$ cat src/hdl/udwt_pkg.sv
// Package for the UTF-8 display width truncator.
// Holds field widths, lead byte codes, the width range table and the classify
// and saturating add functions. It depends on nothing.
package udwt_pkg;

    // Widths of the fields and the running sums.
    localparam int SUM_BITS       = 16;
    localparam int CP_BITS        = 21;
    localparam int MAX_WIDTH_BITS = 15;

    localparam logic [MAX_WIDTH_BITS-1:0] MAX_WIDTH_RESET = 15'd80;

    // Lead byte masks and the codes they must match.
    localparam logic [7:0] LEAD1_MASK = 8'h80;
    localparam logic [7:0] LEAD2_MASK = 8'hE0;
    localparam logic [7:0] LEAD2_CODE = 8'hC0;
    localparam logic [7:0] LEAD3_MASK = 8'hF0;
    localparam logic [7:0] LEAD3_CODE = 8'hE0;
    localparam logic [7:0] LEAD4_MASK = 8'hF8;
    localparam logic [7:0] LEAD4_CODE = 8'hF0;

    // Display width codes.
    localparam logic signed [2:0] W_CTRL   = -3'sd1;
    localparam logic signed [2:0] W_ZERO   = 3'sd0;
    localparam logic signed [2:0] W_NARROW = 3'sd1;
    localparam logic signed [2:0] W_WIDE   = 3'sd2;

    // One character handed from the decoder to the width stage.
    typedef struct packed {
        logic [CP_BITS-1:0] code_point;
        logic               forced_one;
        logic [2:0]         byte_length;
        logic               last_char;
    } t_char;

    // One inclusive code point range and its width.
    typedef struct packed {
        logic [CP_BITS-1:0] lo;
        logic [CP_BITS-1:0] hi;
        logic signed [2:0]  w;
    } t_range;

    localparam int NUM_RANGES = 80;

    // Ordered range list; the first range that holds the code point wins.
    localparam t_range WIDTH_TABLE [NUM_RANGES] = '{
        '{21'h000000, 21'h000000, W_ZERO}, '{21'h000001, 21'h00001F, W_CTRL},
        '{21'h00007F, 21'h00009F, W_CTRL},
        '{21'h000300, 21'h00036F, W_ZERO}, '{21'h001AB0, 21'h001AFF, W_ZERO},
        '{21'h001DC0, 21'h001DFF, W_ZERO},
        '{21'h0020D0, 21'h0020FF, W_ZERO}, '{21'h00FE20, 21'h00FE2F, W_ZERO},
        '{21'h000483, 21'h000489, W_ZERO},
        '{21'h00064B, 21'h00065F, W_ZERO}, '{21'h000670, 21'h000670, W_ZERO},
        '{21'h0006D6, 21'h0006DC, W_ZERO},
        '{21'h0006DF, 21'h0006E4, W_ZERO}, '{21'h0006E7, 21'h0006E8, W_ZERO},
        '{21'h0006EA, 21'h0006ED, W_ZERO},
        '{21'h000900, 21'h000903, W_ZERO}, '{21'h00093A, 21'h00093C, W_ZERO},
        '{21'h00093E, 21'h00094F, W_ZERO},
        '{21'h000951, 21'h000957, W_ZERO}, '{21'h000962, 21'h000963, W_ZERO},
        '{21'h000591, 21'h0005BD, W_ZERO},
        '{21'h0005BF, 21'h0005BF, W_ZERO}, '{21'h0005C1, 21'h0005C2, W_ZERO},
        '{21'h0005C4, 21'h0005C5, W_ZERO},
        '{21'h0005C7, 21'h0005C7, W_ZERO}, '{21'h000E31, 21'h000E31, W_ZERO},
        '{21'h000E34, 21'h000E3A, W_ZERO},
        '{21'h000E47, 21'h000E4E, W_ZERO}, '{21'h00200B, 21'h00200F, W_ZERO},
        '{21'h00202A, 21'h00202E, W_ZERO},
        '{21'h002060, 21'h002063, W_ZERO}, '{21'h002066, 21'h00206F, W_ZERO},
        '{21'h00FE00, 21'h00FE0F, W_ZERO},
        '{21'h0E0100, 21'h0E01EF, W_ZERO}, '{21'h00061C, 21'h00061C, W_ZERO},
        '{21'h00034F, 21'h00034F, W_ZERO},
        '{21'h00115F, 21'h001160, W_ZERO}, '{21'h0017B4, 21'h0017B5, W_ZERO},
        '{21'h00180B, 21'h00180D, W_ZERO},
        '{21'h00180F, 21'h00180F, W_ZERO}, '{21'h00FEFF, 21'h00FEFF, W_ZERO},
        '{21'h001100, 21'h00115F, W_WIDE}, '{21'h001161, 21'h0011FF, W_WIDE},
        '{21'h00A960, 21'h00A97C, W_WIDE},
        '{21'h00D7B0, 21'h00D7C6, W_WIDE}, '{21'h00D7CB, 21'h00D7FB, W_WIDE},
        '{21'h002E80, 21'h002EF3, W_WIDE},
        '{21'h002F00, 21'h002FD5, W_WIDE}, '{21'h002FF0, 21'h002FFB, W_WIDE},
        '{21'h003000, 21'h00303E, W_WIDE},
        '{21'h003040, 21'h0030FF, W_WIDE}, '{21'h003100, 21'h00312F, W_WIDE},
        '{21'h0031A0, 21'h0031E3, W_WIDE},
        '{21'h003400, 21'h004DBF, W_WIDE}, '{21'h004E00, 21'h009FFF, W_WIDE},
        '{21'h00A000, 21'h00A48C, W_WIDE},
        '{21'h00A490, 21'h00A4C6, W_WIDE}, '{21'h00AC00, 21'h00D7A3, W_WIDE},
        '{21'h00F900, 21'h00FAFF, W_WIDE},
        '{21'h00FE10, 21'h00FE19, W_WIDE}, '{21'h00FE30, 21'h00FE52, W_WIDE},
        '{21'h00FE54, 21'h00FE66, W_WIDE},
        '{21'h00FE68, 21'h00FE6B, W_WIDE}, '{21'h00FF01, 21'h00FF60, W_WIDE},
        '{21'h00FFE0, 21'h00FFE6, W_WIDE},
        '{21'h002329, 21'h00232A, W_WIDE}, '{21'h0000A2, 21'h0000A3, W_WIDE},
        '{21'h0000A5, 21'h0000A5, W_WIDE},
        '{21'h0000AC, 21'h0000AC, W_WIDE}, '{21'h0020A9, 21'h0020A9, W_WIDE},
        '{21'h020000, 21'h02A6DF, W_WIDE}, '{21'h02A700, 21'h02EBEF, W_WIDE},
        '{21'h02F800, 21'h02FA1F, W_WIDE},
        '{21'h030000, 21'h0323AF, W_WIDE},
        '{21'h01F300, 21'h01F64F, W_WIDE}, '{21'h01F680, 21'h01F6FF, W_WIDE},
        '{21'h01F900, 21'h01FAFF, W_WIDE},
        '{21'h002600, 21'h0027BF, W_WIDE}, '{21'h002300, 21'h0023FF, W_WIDE},
        '{21'h0025A0, 21'h0025FF, W_WIDE}
    };

    // All ranges are compared in parallel; walking from the end keeps the
    // first match, and a code point outside every range is narrow.
    function automatic logic signed [2:0] classify(input logic [CP_BITS-1:0] cp);
        logic signed [2:0] w;
        w = W_NARROW;
        for (int i = NUM_RANGES - 1; i >= 0; i--) begin
            if (cp >= WIDTH_TABLE[i].lo && cp <= WIDTH_TABLE[i].hi) begin
                w = WIDTH_TABLE[i].w;
            end
        end
        return w;
    endfunction

    // Adds a small width to a sum and clamps to the signed sum range.
    function automatic logic signed [SUM_BITS-1:0] sat_add(
        input logic signed [SUM_BITS-1:0] a,
        input logic signed [2:0]          b
    );
        logic signed [SUM_BITS:0] s;
        s = {a[SUM_BITS-1], a} + {{(SUM_BITS-2){b[2]}}, b};
        if (s[SUM_BITS] != s[SUM_BITS-1]) begin
            if (s[SUM_BITS]) begin
                return {1'b1, {(SUM_BITS-1){1'b0}}};
            end else begin
                return {1'b0, {(SUM_BITS-1){1'b1}}};
            end
        end
        return s[SUM_BITS-1:0];
    endfunction

endpackage

$ cat src/hdl/udwt_if.sv
// Channel interfaces of the UTF-8 display width truncator: byte input and
// character result. Depends on udwt_pkg for the field widths.
interface udwt_in_if;
    logic       valid;
    logic       ready;
    logic [7:0] data_byte;
    logic       string_end;

    modport source (output valid, output data_byte, output string_end, input ready);
    modport sink   (input valid, input data_byte, input string_end, output ready);
endinterface


$ cat src/hdl/udwt_decoder.sv
// Byte stage: gathers UTF-8 bytes into code points and registers each
// finished character. Depends on udwt_pkg and udwt_in_if.
module udwt_decoder import udwt_pkg::*; (
    input  logic      i_clk,
    input  logic      i_rst_n,
    udwt_in_if.sink   i_in,
    output logic      o_char_valid,
    output t_char     o_char,
    input  logic      i_char_ready
);

    logic [CP_BITS-1:0] r_partial_point;
    logic [1:0]         r_bytes_left;
    logic [2:0]         r_char_length;
    logic               r_char_valid;
    t_char              r_char;

    logic [CP_BITS-1:0] n_partial_point;
    logic [1:0]         n_bytes_left;
    logic [2:0]         n_char_length;
    logic               forced_one;
    logic [CP_BITS-1:0] cont_bits;
    logic               char_done;
    logic               accept;
    logic [7:0]         b;

    // The register frees up when it is empty or its character moves on.
    assign i_in.ready = !r_char_valid || i_char_ready;
    assign accept     = i_in.valid && i_in.ready;
    assign b          = i_in.data_byte;

    // Lead byte decode or continuation merge for the byte on the input.
    always_comb begin
        n_partial_point = r_partial_point;
        n_bytes_left    = r_bytes_left;
        n_char_length   = r_char_length;
        forced_one      = 1'b0;
        cont_bits       = '0;
        if (r_bytes_left == 2'd0) begin
            if ((b & LEAD1_MASK) == 8'h00) begin
                n_char_length   = 3'd1;
                n_partial_point = {13'b0, b};
            end else if ((b & LEAD2_MASK) == LEAD2_CODE) begin
                n_char_length   = 3'd2;
                n_bytes_left    = 2'd1;
                n_partial_point = {10'b0, b[4:0], 6'b0};
            end else if ((b & LEAD3_MASK) == LEAD3_CODE) begin
                n_char_length   = 3'd3;
                n_bytes_left    = 2'd2;
                n_partial_point = {5'b0, b[3:0], 12'b0};
            end else if ((b & LEAD4_MASK) == LEAD4_CODE) begin
                n_char_length   = 3'd4;
                n_bytes_left    = 2'd3;
                n_partial_point = {b[2:0], 18'b0};
            end else begin
                // Invalid lead: a one-byte character carrying the raw byte.
                n_char_length   = 3'd1;
                n_partial_point = {13'b0, b};
                forced_one      = 1'b1;
            end
        end else begin
            n_bytes_left = r_bytes_left - 2'd1;
            case (n_bytes_left)
                2'd0:    cont_bits = {15'b0, b[5:0]};
                2'd1:    cont_bits = {9'b0, b[5:0], 6'b0};
                2'd2:    cont_bits = {3'b0, b[5:0], 12'b0};
                default: cont_bits = '0;
            endcase
            n_partial_point = r_partial_point | cont_bits;
        end
        char_done = (n_bytes_left == 2'd0) || i_in.string_end;
    end

    // Decoder state and the valid flag of the character register.
    always_ff @(posedge i_clk) begin
        if (!i_rst_n) begin
            r_partial_point <= '0;
            r_bytes_left    <= 2'd0;
            r_char_length   <= 3'd1;
            r_char_valid    <= 1'b0;
        end else begin
            if (i_char_ready) begin
                r_char_valid <= 1'b0;
            end
            if (accept) begin
                if (char_done) begin
                    r_partial_point <= '0;
                    r_bytes_left    <= 2'd0;
                    r_char_length   <= 3'd1;
                    r_char_valid    <= 1'b1;
                end else begin
                    r_partial_point <= n_partial_point;
                    r_bytes_left    <= n_bytes_left;
                    r_char_length   <= n_char_length;
                end
            end
        end
    end

    // Character payload; missing bytes stay zero and are not counted.
    always_ff @(posedge i_clk) begin
        if (accept && char_done) begin
            r_char.code_point  <= n_partial_point;
            r_char.forced_one  <= forced_one;
            r_char.byte_length <= n_char_length - {1'b0, n_bytes_left};
            r_char.last_char   <= i_in.string_end;
        end
    end

    assign o_char_valid = r_char_valid;
    assign o_char       = r_char;

    // A character in progress always has fewer bytes left than its length.
    a_left_below_length: assert property (@(posedge i_clk) disable iff (!i_rst_n)
        {1'b0, r_bytes_left} < r_char_length)
        else $error("bytes left not below character length");

    // The end of a string always leaves the decoder at a character boundary.
    a_end_clears: assert property (@(posedge i_clk) disable iff (!i_rst_n)
        accept && i_in.string_end |=> r_bytes_left == 2'd0)
        else $error("decoder not cleared after string end");

    // A registered character has at least one byte.
    a_length_nonzero: assert property (@(posedge i_clk) disable iff (!i_rst_n)
        r_char_valid |-> r_char.byte_length != 3'd0)
        else $error("character with zero byte length");

endmodule

$ cat src/flat_wrapper.sv
// flat-port wrapper written by rule: the top's interface ports become plain ports
module udwt_decoder_flat import udwt_pkg::*;
  (i_clk, i_rst_n, o_char_valid, o_char, i_char_ready, i_in_valid, i_in_data_byte, i_in_string_end, i_in_ready);
  udwt_in_if i_in_i ();
  input  logic i_clk;
  input  logic i_rst_n;
  output logic o_char_valid;
  output t_char o_char;
  input  logic i_char_ready;
  input wire logic [$bits(i_in_i.valid)-1:0] i_in_valid;
  input wire logic [$bits(i_in_i.data_byte)-1:0] i_in_data_byte;
  input wire logic [$bits(i_in_i.string_end)-1:0] i_in_string_end;
  output wire logic [$bits(i_in_i.ready)-1:0] i_in_ready;
  assign i_in_i.valid = i_in_valid;
  assign i_in_i.data_byte = i_in_data_byte;
  assign i_in_i.string_end = i_in_string_end;
  assign i_in_ready = i_in_i.ready;
  udwt_decoder u_core (.i_clk(i_clk), .i_rst_n(i_rst_n), .i_in(i_in_i), .o_char_valid(o_char_valid), .o_char(o_char), .i_char_ready(i_char_ready));
endmodule
$ cat config.mk
export PLATFORM = sky130hd
export DESIGN_NAME = udwt_decoder_flat
export DESIGN_NICKNAME = d
export VERILOG_FILES = /design/src/hdl/udwt_pkg.sv /design/src/hdl/udwt_if.sv /design/src/hdl/udwt_decoder.sv /design/src/flat_wrapper.sv
export SDC_FILE = /design/constraint.sdc
export NUM_CORES = 1
export LEC_CHECK = 0
export BUFFER_PORTS_ARGS = -buffer_cell sky130_fd_sc_hd__buf_2
export CAP_MARGIN = 20
export CORE_MARGIN = 3
export CORE_UTILIZATION = 46
export DETAILED_ROUTE_END_ITERATION = 7
export PLACE_DENSITY_LB_ADDON = 0.25
export SYNTH_ARGS = -nofsm -noshare
export SYNTH_HDL_FRONTEND = slang
export SYNTH_SLANG_ARGS = --single-unit
$ cat constraint.sdc
create_clock -name i_clk -period 4.7 [get_ports i_clk]
set_clock_uncertainty 0.1 [all_clocks]
set_input_delay 0.47 -clock i_clk [delete_from_list [all_inputs] [get_ports i_clk]]
set_output_delay 0.47 -clock i_clk [all_outputs]
set_load 0.005 [all_outputs]
[Word level (Yosys, flattened, before mapping)]
Cells that the tools add are included.
Word-level totals
  logic and storage cells: 51
  register bits: 53
Cells by class
  equality and inequality tests: 5
  reduce and logical (&&, ||, !) cells: 10
  mux-type cells: 24
  $add $sub $neg: 2
  bitwise gates (word level): 2
Operator list (count)
  21-bit two-way mux: 7
  18-bit case mux with 3 select lines: 1
  21-bit bitwise OR: 1
  3-bit two-way mux: 6
  2-bit two-way mux: 6
  8-bit zero test: 1
  2-bit zero test: 3
  5-bit equality test, second input constant: 1
  4-bit equality test, second input constant: 1
  1-bit two-way mux: 4
  4-bit OR reduction: 1
  3-bit equality test, second input constant: 1
  3-bit by 2-bit subtractor with 3-bit output: 1
  2-bit by 1-bit equality test with 1-bit output, second input constant: 1
  2-bit equality test, second input constant: 1
  1-bit logical AND: 2
  1-bit logical OR: 2
  2-bit by 1-bit subtractor with 2-bit output, second input constant: 1
  1-bit zero test: 1
  1-bit inverter: 1

[Depth between registers and ports, before layout]
Gate-level depths: netlist (run 1).
  word-level depth: 10
  depth in mapped cells: 8
  depth with buffers taken out: 7

[Least setup slack after synthesis (run 1)]
OpenSTA, ideal clock, no wires.
  path type: reg2reg
  start: reg u_core.r_bytes_left[0]
  end: reg u_core.r_char, in the netlist u_core.o_char[0] (enable)
  slack: 1.438 ns
  arrival time: 2.744 ns
  cell stages (with the launch flop): 7
  setup time: 0.418 ns
  period minus slack after synthesis: 3.262 ns
  buffers on the path: 0
  cell sequence: dfxtp_1 inv_1 ha_1 nor2_1 o311a_4 or2_1 a21oi_1
On the way
  word-level cells in the longest chain between the ends: 8
  elaborated cells on any way between the ends: 10
RTL lines
  from (decl): line udwt_decoder.sv:13  | logic [1:0] r_bytes_left;
  from (signal assigned): line udwt_decoder.sv:93  | r_bytes_left <= n_bytes_left;
  2-bit two-way mux: line udwt_decoder.sv:51  | end else if ((b & LEAD4_MASK) == LEAD4_CODE) begin
  2-bit two-way mux: line udwt_decoder.sv:47  | end else if ((b & LEAD3_MASK) == LEAD3_CODE) begin
  2-bit two-way mux: line udwt_decoder.sv:43  | end else if ((b & LEAD2_MASK) == LEAD2_CODE) begin
  2-bit two-way mux: line udwt_decoder.sv:40  | if ((b & LEAD1_MASK) == 8'h00) begin
  2-bit two-way mux *: line udwt_decoder.sv:39  | if (r_bytes_left == 2'd0) begin
  2-bit zero test *: line udwt_decoder.sv:71  | char_done = (n_bytes_left == 2'd0) || i_in.string_end;
  1-bit logical OR *: line udwt_decoder.sv:71
  1-bit logical AND *: line udwt_decoder.sv:102  | if (accept && char_done) begin
  to (decl): line udwt_decoder.sv:16  | t_char r_char;
Mark *: on every way between the ends. The rest lies on a longest branch, timed or not.
A chain may end at the register's enable or synchronous reset.

[Final worst setup path (run 1)]
  start: reg u_core.r_bytes_left[1]
  end: reg u_core.r_char, in the netlist u_core.o_char[22] (enable)
The elaborated chain is that of the path after synthesis.

==> results of run 1 <==
==> synth_stat cells <==
cell        n  area, µm²
nand3_2     1       10.0
o221ai_1    1       8.76
buf_4       1       7.51
o22ai_1    14       87.6
a32o_1      1       10.0
nor2_1      5       18.8
inv_1      17       63.8
o311a_4     1       21.3
o21ai_0     7       35.0
nand4b_2    1       15.0
nand2_1    14       52.6
a31oi_1     4       25.0
and3_1      1       6.26
nand4b_1    1       8.76
or2_1       1       6.26
a21o_1      1       7.51
a22oi_1     2       15.0
buf_6       4       45.0
or3_1       1       6.26
a22o_1     19        166
xor2_1      1       8.76
nor2b_1     7       43.8
o22ai_2     1       12.5
edfxtp_1   26        781
mux2i_1     1       10.0
and2_1      1       6.26
buf_1       2       7.51
nand2b_1    4       25.0
buf_2       4       20.0
a21oi_1    19       95.1
dfxtp_1    27        541
fa_1        1       20.0
nand3_1     5       25.0
nand3b_1    1       7.51
clkbuf_1    3       11.3
o21a_1      1       7.51
a2bb2oi_1   2       17.5
nor3b_1     1       7.51
ha_1        6       75.1
==> registers in the layout, indices dropped and copies added, names as in the netlist <==
register,count
u_core.r_bytes_left,2
u_core.r_partial_point,21
u_core.r_char_length,3
u_core.o_char_valid,1
u_core.o_char,26
==> worst reg2reg max path, stage by stage, from the launching register on <==
cell and delay [ns]:
dfxtp_1 0.38, inv_1 0.13, ha_1 0.49, buf_4 0.37
o22ai_2 0.16, or2_1 0.28, a21oi_2 0.41, buf_4 0.36
==> metrics by stage <==
step | area (µm²) | power (mW) | hold slack (ns)
final | 2670 | 0.946 | 0.300
after global routing | 2670 | 0.991 | 0.284
after CTS | 2670 | 0.958 | 0.288
after detailed placement | 2550 | 0.644 | 0.343
after global placement | 2550 | 0.644 | 0.330
after floorplan | 2340 | 0.602 | 0.320
==> report_power, final <==
part	switching, mW	internal (mW)	leakage (nW)	total, mW
sequential	0.00626	0.514	0.472	0.520
clock	0.140	0.174	0.0585	0.313
combinational	0.0694	0.0428	0.525	0.112
total	0.215	0.730	1.06	0.946
==> layout make-up <==
cell class / count / area (µm²) / share of cell area (%)
clock buffers: 7 / 86.3 / 3.24
clock inverters: 1 / 30.0 / 1.13
inverters: 17 / 63.8 / 2.39
multi-input cells: 126 / 866 / 32.5
flip-flops and latches: 53 / 1320 / 49.6
well taps: 67 / 83.8 / 3.14
repair buffers: 42 / 215 / 8.07
==> how the worst max path moves through the flow <==
| stage | endpoint | slack [ns] | depth (start not counted) |
|---|---|---|---|
| floorplan | u_core.o_char[0] | 1.44 | 6 |
| global placement | u_core.o_char[16] | 1.80 | 7 |
| detailed placement | u_core.o_char[21] | 1.70 | 7 |
| CTS | u_core.o_char[21] | 1.69 | 7 |
| global route | u_core.o_char[5] | 1.43 | 7 |
| finish | u_core.o_char[22] | 1.70 | 7 |
==> metal layers <==
layer / vias up / part of all wire, %
li1: 839 / -
met1: 784 / 46
met2: 43 / 48
met3: 2 / 5.0
met4: 0 / 0.48
met5: - / 0
==> cells by family after synthesis <==
kind of cell,after synthesis
buffers and inverters,31
XOR/XNOR,1
flip-flops,53
adder cells (fa/ha/maj),7
AO/OA/AOI/OAI,73
multiplexers,1
AND/OR/NAND/NOR,44
==> results.py, run 1 <==
metrics = {
    "min_path": {
        "hp-start": "i_in_string_end",
        "min_to": "u_core.o_char[0]",
        "worstHoldPathType": "in -> reg",
        "min_path_cells": 1,
    },
    "placed_design": {
        "dp.cells": 305,
        "place_congestion": 0.835,
        "post-dp-hpwl_mm": 3.31,
        "dp_slack_ns": 1.70,
        "io_buffer_count": 40,
    },
    "synth": {
        "ys_seq_elements": 53,
        "synth_top_family_by_area": "compound AO/OA/AOI/OAI gates",
        "synth.area.mux_share_pct": 0.428,
        "synth_xor_xnor_area_share_pct": 0.375,
        "syn_nets": 230,
        "synth-compound-area-share_pct": 21.8,
        "netlist_area_um2": 2340,
        "ys_seq_area_share_pct": 56.5,
        "yosys.area_share.adder_pct": 4.07,
        "syn_area_per_cell_um2": 11.1,
        "yosys.area_share.simple_pct": 10.2,
        "syn_inst": 210,
        "ys_warn_count": 0,
        "synth.distinct_cells": 39,
    },
    "power_and_ir_drop": {
        "power.density_nw_per_um2": 355,
        "p_leak_nw": 1.06,
        "ir_worst_vdd_uv": 194,
    },
    "die": {
        "die_h_um": 77.3,
        "initial_core_util_pct": 48.5,
        "io-pin-count": 41,
        "coreArea_um2": 4820,
        "die_width_um": 77.3,
        "rows": 25,
        "dieArea_um2": 5980,
    },
    "drt": {
        "avgViaCountPerCell": 5.33,
        "wl_mm": 4.78,
        "vias": 1668,
        "ant_nets": 0,
        "post-route-drc-count": 0,
        "first_pass_iters": 4,
        "drt_iter0_drc": 168,
        "wl_per_cell_um": 15.3,
    },
    "setup_path": {
        "crit_buf_inv": 3,
        "crit_path_max_fanout": 26,
        "r2r_setup_slack_ns": 1.70,
        "rr_worst_depth": 7,
        "path_common_cell": "buf_4",
        "worst_r2r_endpoint": "u_core.o_char[22]",
        "crit_chain": "inv_1 -> ha_1 -> buf_4 -> o22ai_2 -> or2_1 -> a21oi_2 -> buf_4",
        "cp-start-kind": "flip-flop",
        "critPathSlowestCell": "ha_1",
        "crit_start": "u_core.r_bytes_left[1]",
        "crit_arrival_ns": 2.89,
        "critPathKind": "reg -> reg",
        "endpoint_kind": "flip-flop",
        "cpLargestDelayFamily": "buffers and inverters",
        "crit_required_ns": 4.59,
        "critical-path-max-stage-delay_ns": 0.49,
        "r2r-start": "u_core.r_bytes_left[1]",
    },
    "clock_tree": {
        "cts_root_buf": "clkbuf_8",
        "numCtsBuffers": 5,
        "cts.htree.levels": 2,
        "ctsResizeCount": 0,
        "cts_setup_buffers": 0,
        "cts_tree": "done",
        "clock_path_buffers": 2,
        "postCtsHoldBufs": 0,
        "clock_latency_ns": 0.30,
        "clk_pin_slew_worst_paths_ns": 0.09,
        "clock-sinks": 53,
    },
    "final_layout": {
        "layoutNonFillerInstCount": 313,
        "fin_nets": 265,
        "diodes": 0,
        "final_common_cell": "buf_2",
        "nFillCells": 437,
        "area_growth_pct": 14.0,
        "final_core_util_pct": 55.4,
        "drive_gt1_share_pct": 22.0,
        "final_cell_mix": "40 x buf_2, 27 x dfxtp_1, 26 x edfxtp_1",
    },
    "grt": {
        "grt.met1_usage_pct": 20.8,
        "grt_usage_pct": 16.2,
        "antenna_found_initial": 0,
        "grt_pass1_vias": 1570,
        "overflow": 0,
        "grt_pass1_wl_mm": 7.68,
        "grt_use_met2_pct": 26.7,
        "top_usage_layer": "met2",
        "globalRouteMet3Util_pct": 3.87,
        "grt_max_degree": 27,
    },
    "timing": {
        "period_needed_ns": 3.00,
        "finalCritPeriodShare_pct": 63.8,
        "worst_slew_pin_slew_ns": 0.894,
        "hold_violations": 0,
        "relSlewSlack_pct": 40.4,
        "fmax_mhz": 334,
        "setup_tns_ns": 0,
        "rsz0062_at_grt": "false",
        "setup_ws_ns": 1.70,
        "setup_viol": 0,
        "slew_viol_final": 0,
    },
    "job": {
        "cap_violations": 0,
    },
    "status": {
        "outcome": "finished clean",
    },
}
No activity file was read; power rests on OpenSTA's default activity.
==> inputs of run 2 (changes only) <==
==> constraint.sdc (replaced) <==
create_clock -name i_clk -period 2.58 [get_ports i_clk]
set_clock_uncertainty 0.1 [all_clocks]
set_input_delay 0.258 -clock i_clk [delete_from_list [all_inputs] [get_ports i_clk]]
set_output_delay 0.258 -clock i_clk [all_outputs]
set_load 0.005 [all_outputs]
==> results.py, run 2 (same netlist as run 1, synthesis figures left out) <==
metrics = {
    "status": {
        "outcome": "finished clean",
    },
    "power_and_ir_drop": {
        "power.density_nw_per_um2": 599,
        "ir_worst_vdd_uv": 221,
        "p_leak_nw": 1.07,
    },
    "grt": {
        "antenna_found_initial": 0,
        "grt_usage_pct": 16.7,
        "grt_pass1_vias": 1579,
        "overflow": 0,
        "grt_max_degree": 27,
        "grt_pass1_wl_mm": 7.71,
    },
    "final_layout": {
        "diodes": 0,
        "drive_gt1_share_pct": 23.9,
        "area_growth_pct": 15.2,
        "fin_nets": 270,
        "final_common_cell": "buf_2",
        "largest_reg_flops": 26,
        "fin_area_um2": 2690,
        "final_cell_mix": "40 x buf_2, 27 x dfxtp_1, 26 x edfxtp_1",
    },
    "clock_tree": {
        "cts_setup_buffers": 0,
        "cts_tree": "done",
        "cts.htree.levels": 2,
        "clk_pin_slew_worst_paths_ns": 0.09,
        "clock_path_buffers": 2,
        "ctsResizeCount": 0,
        "numCtsBuffers": 5,
        "clock-sinks": 53,
        "cts_root_buf": "clkbuf_8",
        "postCtsHoldBufs": 0,
        "clock_latency_ns": 0.30,
    },
    "drt": {
        "post-route-drc-count": 0,
        "first_pass_iters": 4,
        "drt_iter0_drc": 157,
        "wl_per_cell_um": 14.9,
        "ant_nets": 0,
        "vias": 1729,
        "avgViaCountPerCell": 5.44,
        "wl_mm": 4.75,
    },
    "die": {
        "rows": 25,
        "die_h_um": 77.3,
        "dieArea_um2": 5980,
        "die_width_um": 77.3,
        "initial_core_util_pct": 48.5,
        "coreArea_um2": 4820,
        "io-pin-count": 41,
    },
    "setup_path": {
        "r2r-start": "u_core.r_bytes_left[1]",
        "crit_arrival_ns": 2.53,
        "crit_required_ns": 2.73,
        "critPathKind": "reg -> reg",
        "rr_worst_depth": 7,
        "critical-path-max-stage-delay_ns": 0.66,
        "critPathSlowestCell": "o21a_1",
        "cp-start-kind": "flip-flop",
        "crit_start": "u_core.r_bytes_left[1]",
        "crit_path_max_fanout": 20,
        "crit_chain": "inv_1 -> ha_1 -> buf_4 -> nand2_1 -> o22ai_2 -> o21a_1 -> a22o_1",
        "endpoint_kind": "flip-flop",
    },
    "placed_design": {
        "placed_area_um2": 2610,
        "io_buffer_count": 40,
        "place_congestion": 0.837,
        "post-dp-hpwl_mm": 3.27,
    },
    "timing": {
        "setup_viol": 0,
        "slew_viol_final": 0,
        "setup_tns_ns": 0,
        "rsz0062_at_grt": "false",
        "period_needed_ns": 2.37,
        "hold_violations": 0,
        "relSlewSlack_pct": 48.2,
        "fmax_mhz": 421,
        "worst_slew_pin_slew_ns": 0.778,
        "finalCritPeriodShare_pct": 92.0,
    },
    "min_path": {
        "hp-start": "i_in_string_end",
        "min_path_cells": 1,
        "worstHoldPathType": "in -> reg",
    },
    "job": {
        "cap_violations": 0,
    },
}
[run 2: final cells by class]
type | count | area [µm²]
Fill cell | 433 | 2120
Clock buffer | 5 | 68.8
Inverter | 17 | 63.8
Tap cell | 67 | 83.8
Timing Repair Buffer | 47 | 265
Sequential cell | 53 | 1320
Clock inverter | 3 | 17.5
Multi-Input combinational cell | 126 | 873
[run 2: final timing paths]
check | to | slack, ns
worst max-delay path | u_core.r_partial_point[19] | 0.21
worst min-delay path | u_core.o_char[0] | 0.08
worst max register to register | u_core.r_partial_point[19] | 0.21
worst min register to register | u_core.r_char_length[1] | 0.36
[run 2: layer usage]
metal | up-vias | share of wire [%] | routed length, µm | GRT usage [%]
met5 | - | 0 | 0 | 0
met4 | 0 | 1.5 | 70 | 6.94
met3 | 5 | 4.2 | 201 | 4.46
met2 | 37 | 48 | 2300 | 27.3
met1 | 837 | 46 | 2180 | 21.0
li1 | 850 | - | - | -
[run 2: critical path: cells and delay by family (launching register included)]
| family | cells | cell delay (ns) |
|---|---|---|
| compound gates | 3 | 1.11 |
| fa+ha+maj | 1 | 0.34 |
| buf+inv | 2 | 0.33 |
| simple gates | 1 | 0.07 |
| flops | 1 | 0.37 |
[run 2: where the power goes]
| group | internal (mW) | leakage, nW | switching, mW |
|---|---|---|---|
| Sequential | 0.936 | 0.472 | 0.0109 |
| Combinational | 0.0878 | 0.554 | 0.130 |
| Clock | 0.188 | 0.0439 | 0.262 |
[run 2: metrics by stage]
stage	cells	worst slack [ns]	utilization (%)	power (mW)	hold slack, ns
after CTS	318	0.207	55.9	1.63	0.0788
final	318	0.206	55.9	1.61	0.0774
after global routing	318	0.00757	55.9	1.69	0.0659
after global placement	310	0.263	54.1	1.18	0.331
after detailed placement	310	0.245	54.1	1.19	0.342
after floorplan	210	0.135	-	1.10	0.257
==> inputs of run 3 (changes only) <==
==> constraint.sdc (replaced) <==
create_clock -name i_clk -period 3 [get_ports i_clk]
set_clock_uncertainty 0.1 [all_clocks]
set_input_delay 0.3 -clock i_clk [delete_from_list [all_inputs] [get_ports i_clk]]
set_output_delay 0.3 -clock i_clk [all_outputs]
set_load 0.005 [all_outputs]
==> results.py, run 3 (same netlist as run 1, synthesis figures left out) <==
metrics = {
    "setup_path": {
        "crit_arrival_ns": 2.39,
        "crit_required_ns": 2.88,
        "cp-start-kind": "flip-flop",
        "critPathKind": "reg -> reg",
        "crit_path_max_fanout": 26,
        "path_common_cell": "buf_4",
        "critPathSlowestCell": "dfxtp_1",
        "crit_chain": "inv_1 -> ha_1 -> buf_4 -> nand2b_1 -> o311a_4 -> or2_1 -> a21oi_2 -> buf_4",
        "rr_worst_depth": 8,
        "critical-path-max-stage-delay_ns": 0.46,
        "endpoint_kind": "flip-flop",
    },
    "die": {
        "rows": 25,
        "coreArea_um2": 4820,
        "dieArea_um2": 5980,
        "initial_core_util_pct": 48.5,
        "die_width_um": 77.3,
        "die_h_um": 77.3,
        "io-pin-count": 41,
    },
    "final_layout": {
        "final_common_cell": "buf_2",
        "diodes": 0,
        "nFillCells": 451,
        "final_core_util_pct": 55.8,
        "fin_nets": 268,
        "drive_gt1_share_pct": 23.3,
        "area_growth_pct": 14.9,
        "largest_reg_flops": 26,
        "final_cell_mix": "40 x buf_2, 27 x dfxtp_1, 26 x edfxtp_1",
        "layoutNonFillerInstCount": 316,
    },
    "clock_tree": {
        "ctsResizeCount": 0,
        "cts_root_buf": "clkbuf_8",
        "cts.htree.levels": 2,
        "clk_pin_slew_worst_paths_ns": 0.10,
        "postCtsHoldBufs": 0,
        "clock_latency_ns": 0.31,
        "cts_setup_buffers": 0,
        "clock-sinks": 53,
        "numCtsBuffers": 5,
        "clock_path_buffers": 2,
        "cts_tree": "done",
    },
    "drt": {
        "drt_iter0_drc": 145,
        "avgViaCountPerCell": 5.41,
        "wl_mm": 4.84,
        "vias": 1708,
        "wl_per_cell_um": 15.3,
        "ant_nets": 0,
        "first_pass_iters": 4,
        "post-route-drc-count": 0,
    },
    "power_and_ir_drop": {
        "ir_worst_vdd_uv": 317,
        "power.density_nw_per_um2": 549,
        "p_leak_nw": 1.07,
    },
    "timing": {
        "worst_slew_pin_slew_ns": 0.564,
        "fmax_mhz": 398,
        "rsz0062_at_grt": "false",
        "setup_tns_ns": 0,
        "slew_viol_final": 0,
        "relSlewSlack_pct": 62.3,
        "finalCritPeriodShare_pct": 83.7,
        "setup_viol": 0,
        "hold_violations": 0,
        "period_needed_ns": 2.51,
    },
    "placed_design": {
        "io_buffer_count": 40,
        "place_congestion": 0.780,
        "post-dp-hpwl_mm": 3.30,
        "dp.cells": 308,
    },
    "grt": {
        "antenna_found_initial": 0,
        "grt_max_degree": 27,
        "grt_pass1_vias": 1648,
        "grt_pass1_wl_mm": 7.98,
        "grt_usage_pct": 17.2,
        "overflow": 0,
    },
    "status": {
        "outcome": "finished clean",
    },
    "min_path": {
        "worstHoldPathType": "in -> reg",
        "min_path_cells": 1,
    },
    "job": {
        "cap_violations": 0,
    },
}
==> run 3: cell type report <==
class	count	area (µm²)	share of cell area, %
Sequential cell	53	1320	49.2
Multi-Input combinational cell	126	866	32.2
Timing Repair Buffer	45	238	8.85
Tap cell	67	83.8	3.12
Clock buffer	5	68.8	2.56
Inverter	17	63.8	2.37
Clock inverter	3	46.3	1.72
==> run 3: critical path: cells and delay by family (launching register included) <==
kind                     cells  cell delay [ns]
AO/OA/AOI/OAI                2             0.28
flip-flops                   1             0.46
buffers and inverters        3             0.64
AND/OR/NAND/NOR              2             0.44
adder cells (fa/ha/maj)      1             0.26
==> run 3: path summary, 6_finish.rpt <==
path | startpoint | to | slack (ns)
setup / recovery | u_core.r_bytes_left[0] | u_core.o_char[19] | 0.49
hold / removal | i_in_string_end | u_core.o_char[0] | 0.13
setup reg to reg | u_core.r_bytes_left[0] | u_core.o_char[19] | 0.49
hold reg to reg | u_core.r_partial_point[10] | u_core.r_partial_point[10] | 0.37
==> run 3: report_power, final <==
group / internal (mW) / leakage (nW) / switching [mW]
combinational: 0.0696 / 0.540 / 0.109
clock: 0.250 / 0.0543 / 0.231
sequential: 0.805 / 0.472 / 0.00979
total: 1.12 / 1.07 / 0.350
==> run 3: stage by stage <==
stage | area, µm² | worst slack, ns | power (mW) | hold slack (ns)
finish | 2690 | 0.488 | 1.47 | 0.128
global route | 2690 | 0.298 | 1.54 | 0.120
CTS | 2690 | 0.469 | 1.50 | 0.117
detailed placement | 2570 | 0.498 | 1.01 | 0.349
global placement | 2570 | 0.555 | 1.01 | 0.338
floorplan | 2340 | 0.306 | 0.943 | 0.299
==> run 3: layer usage <==
layer	vias to the layer above	track usage, %	part of all wire (%)
met5	-	0	0
met4	0	7.30	1.7
met3	7	3.87	6.4
met2	53	28.6	48
met1	804	21.5	44
li1	844	-	-
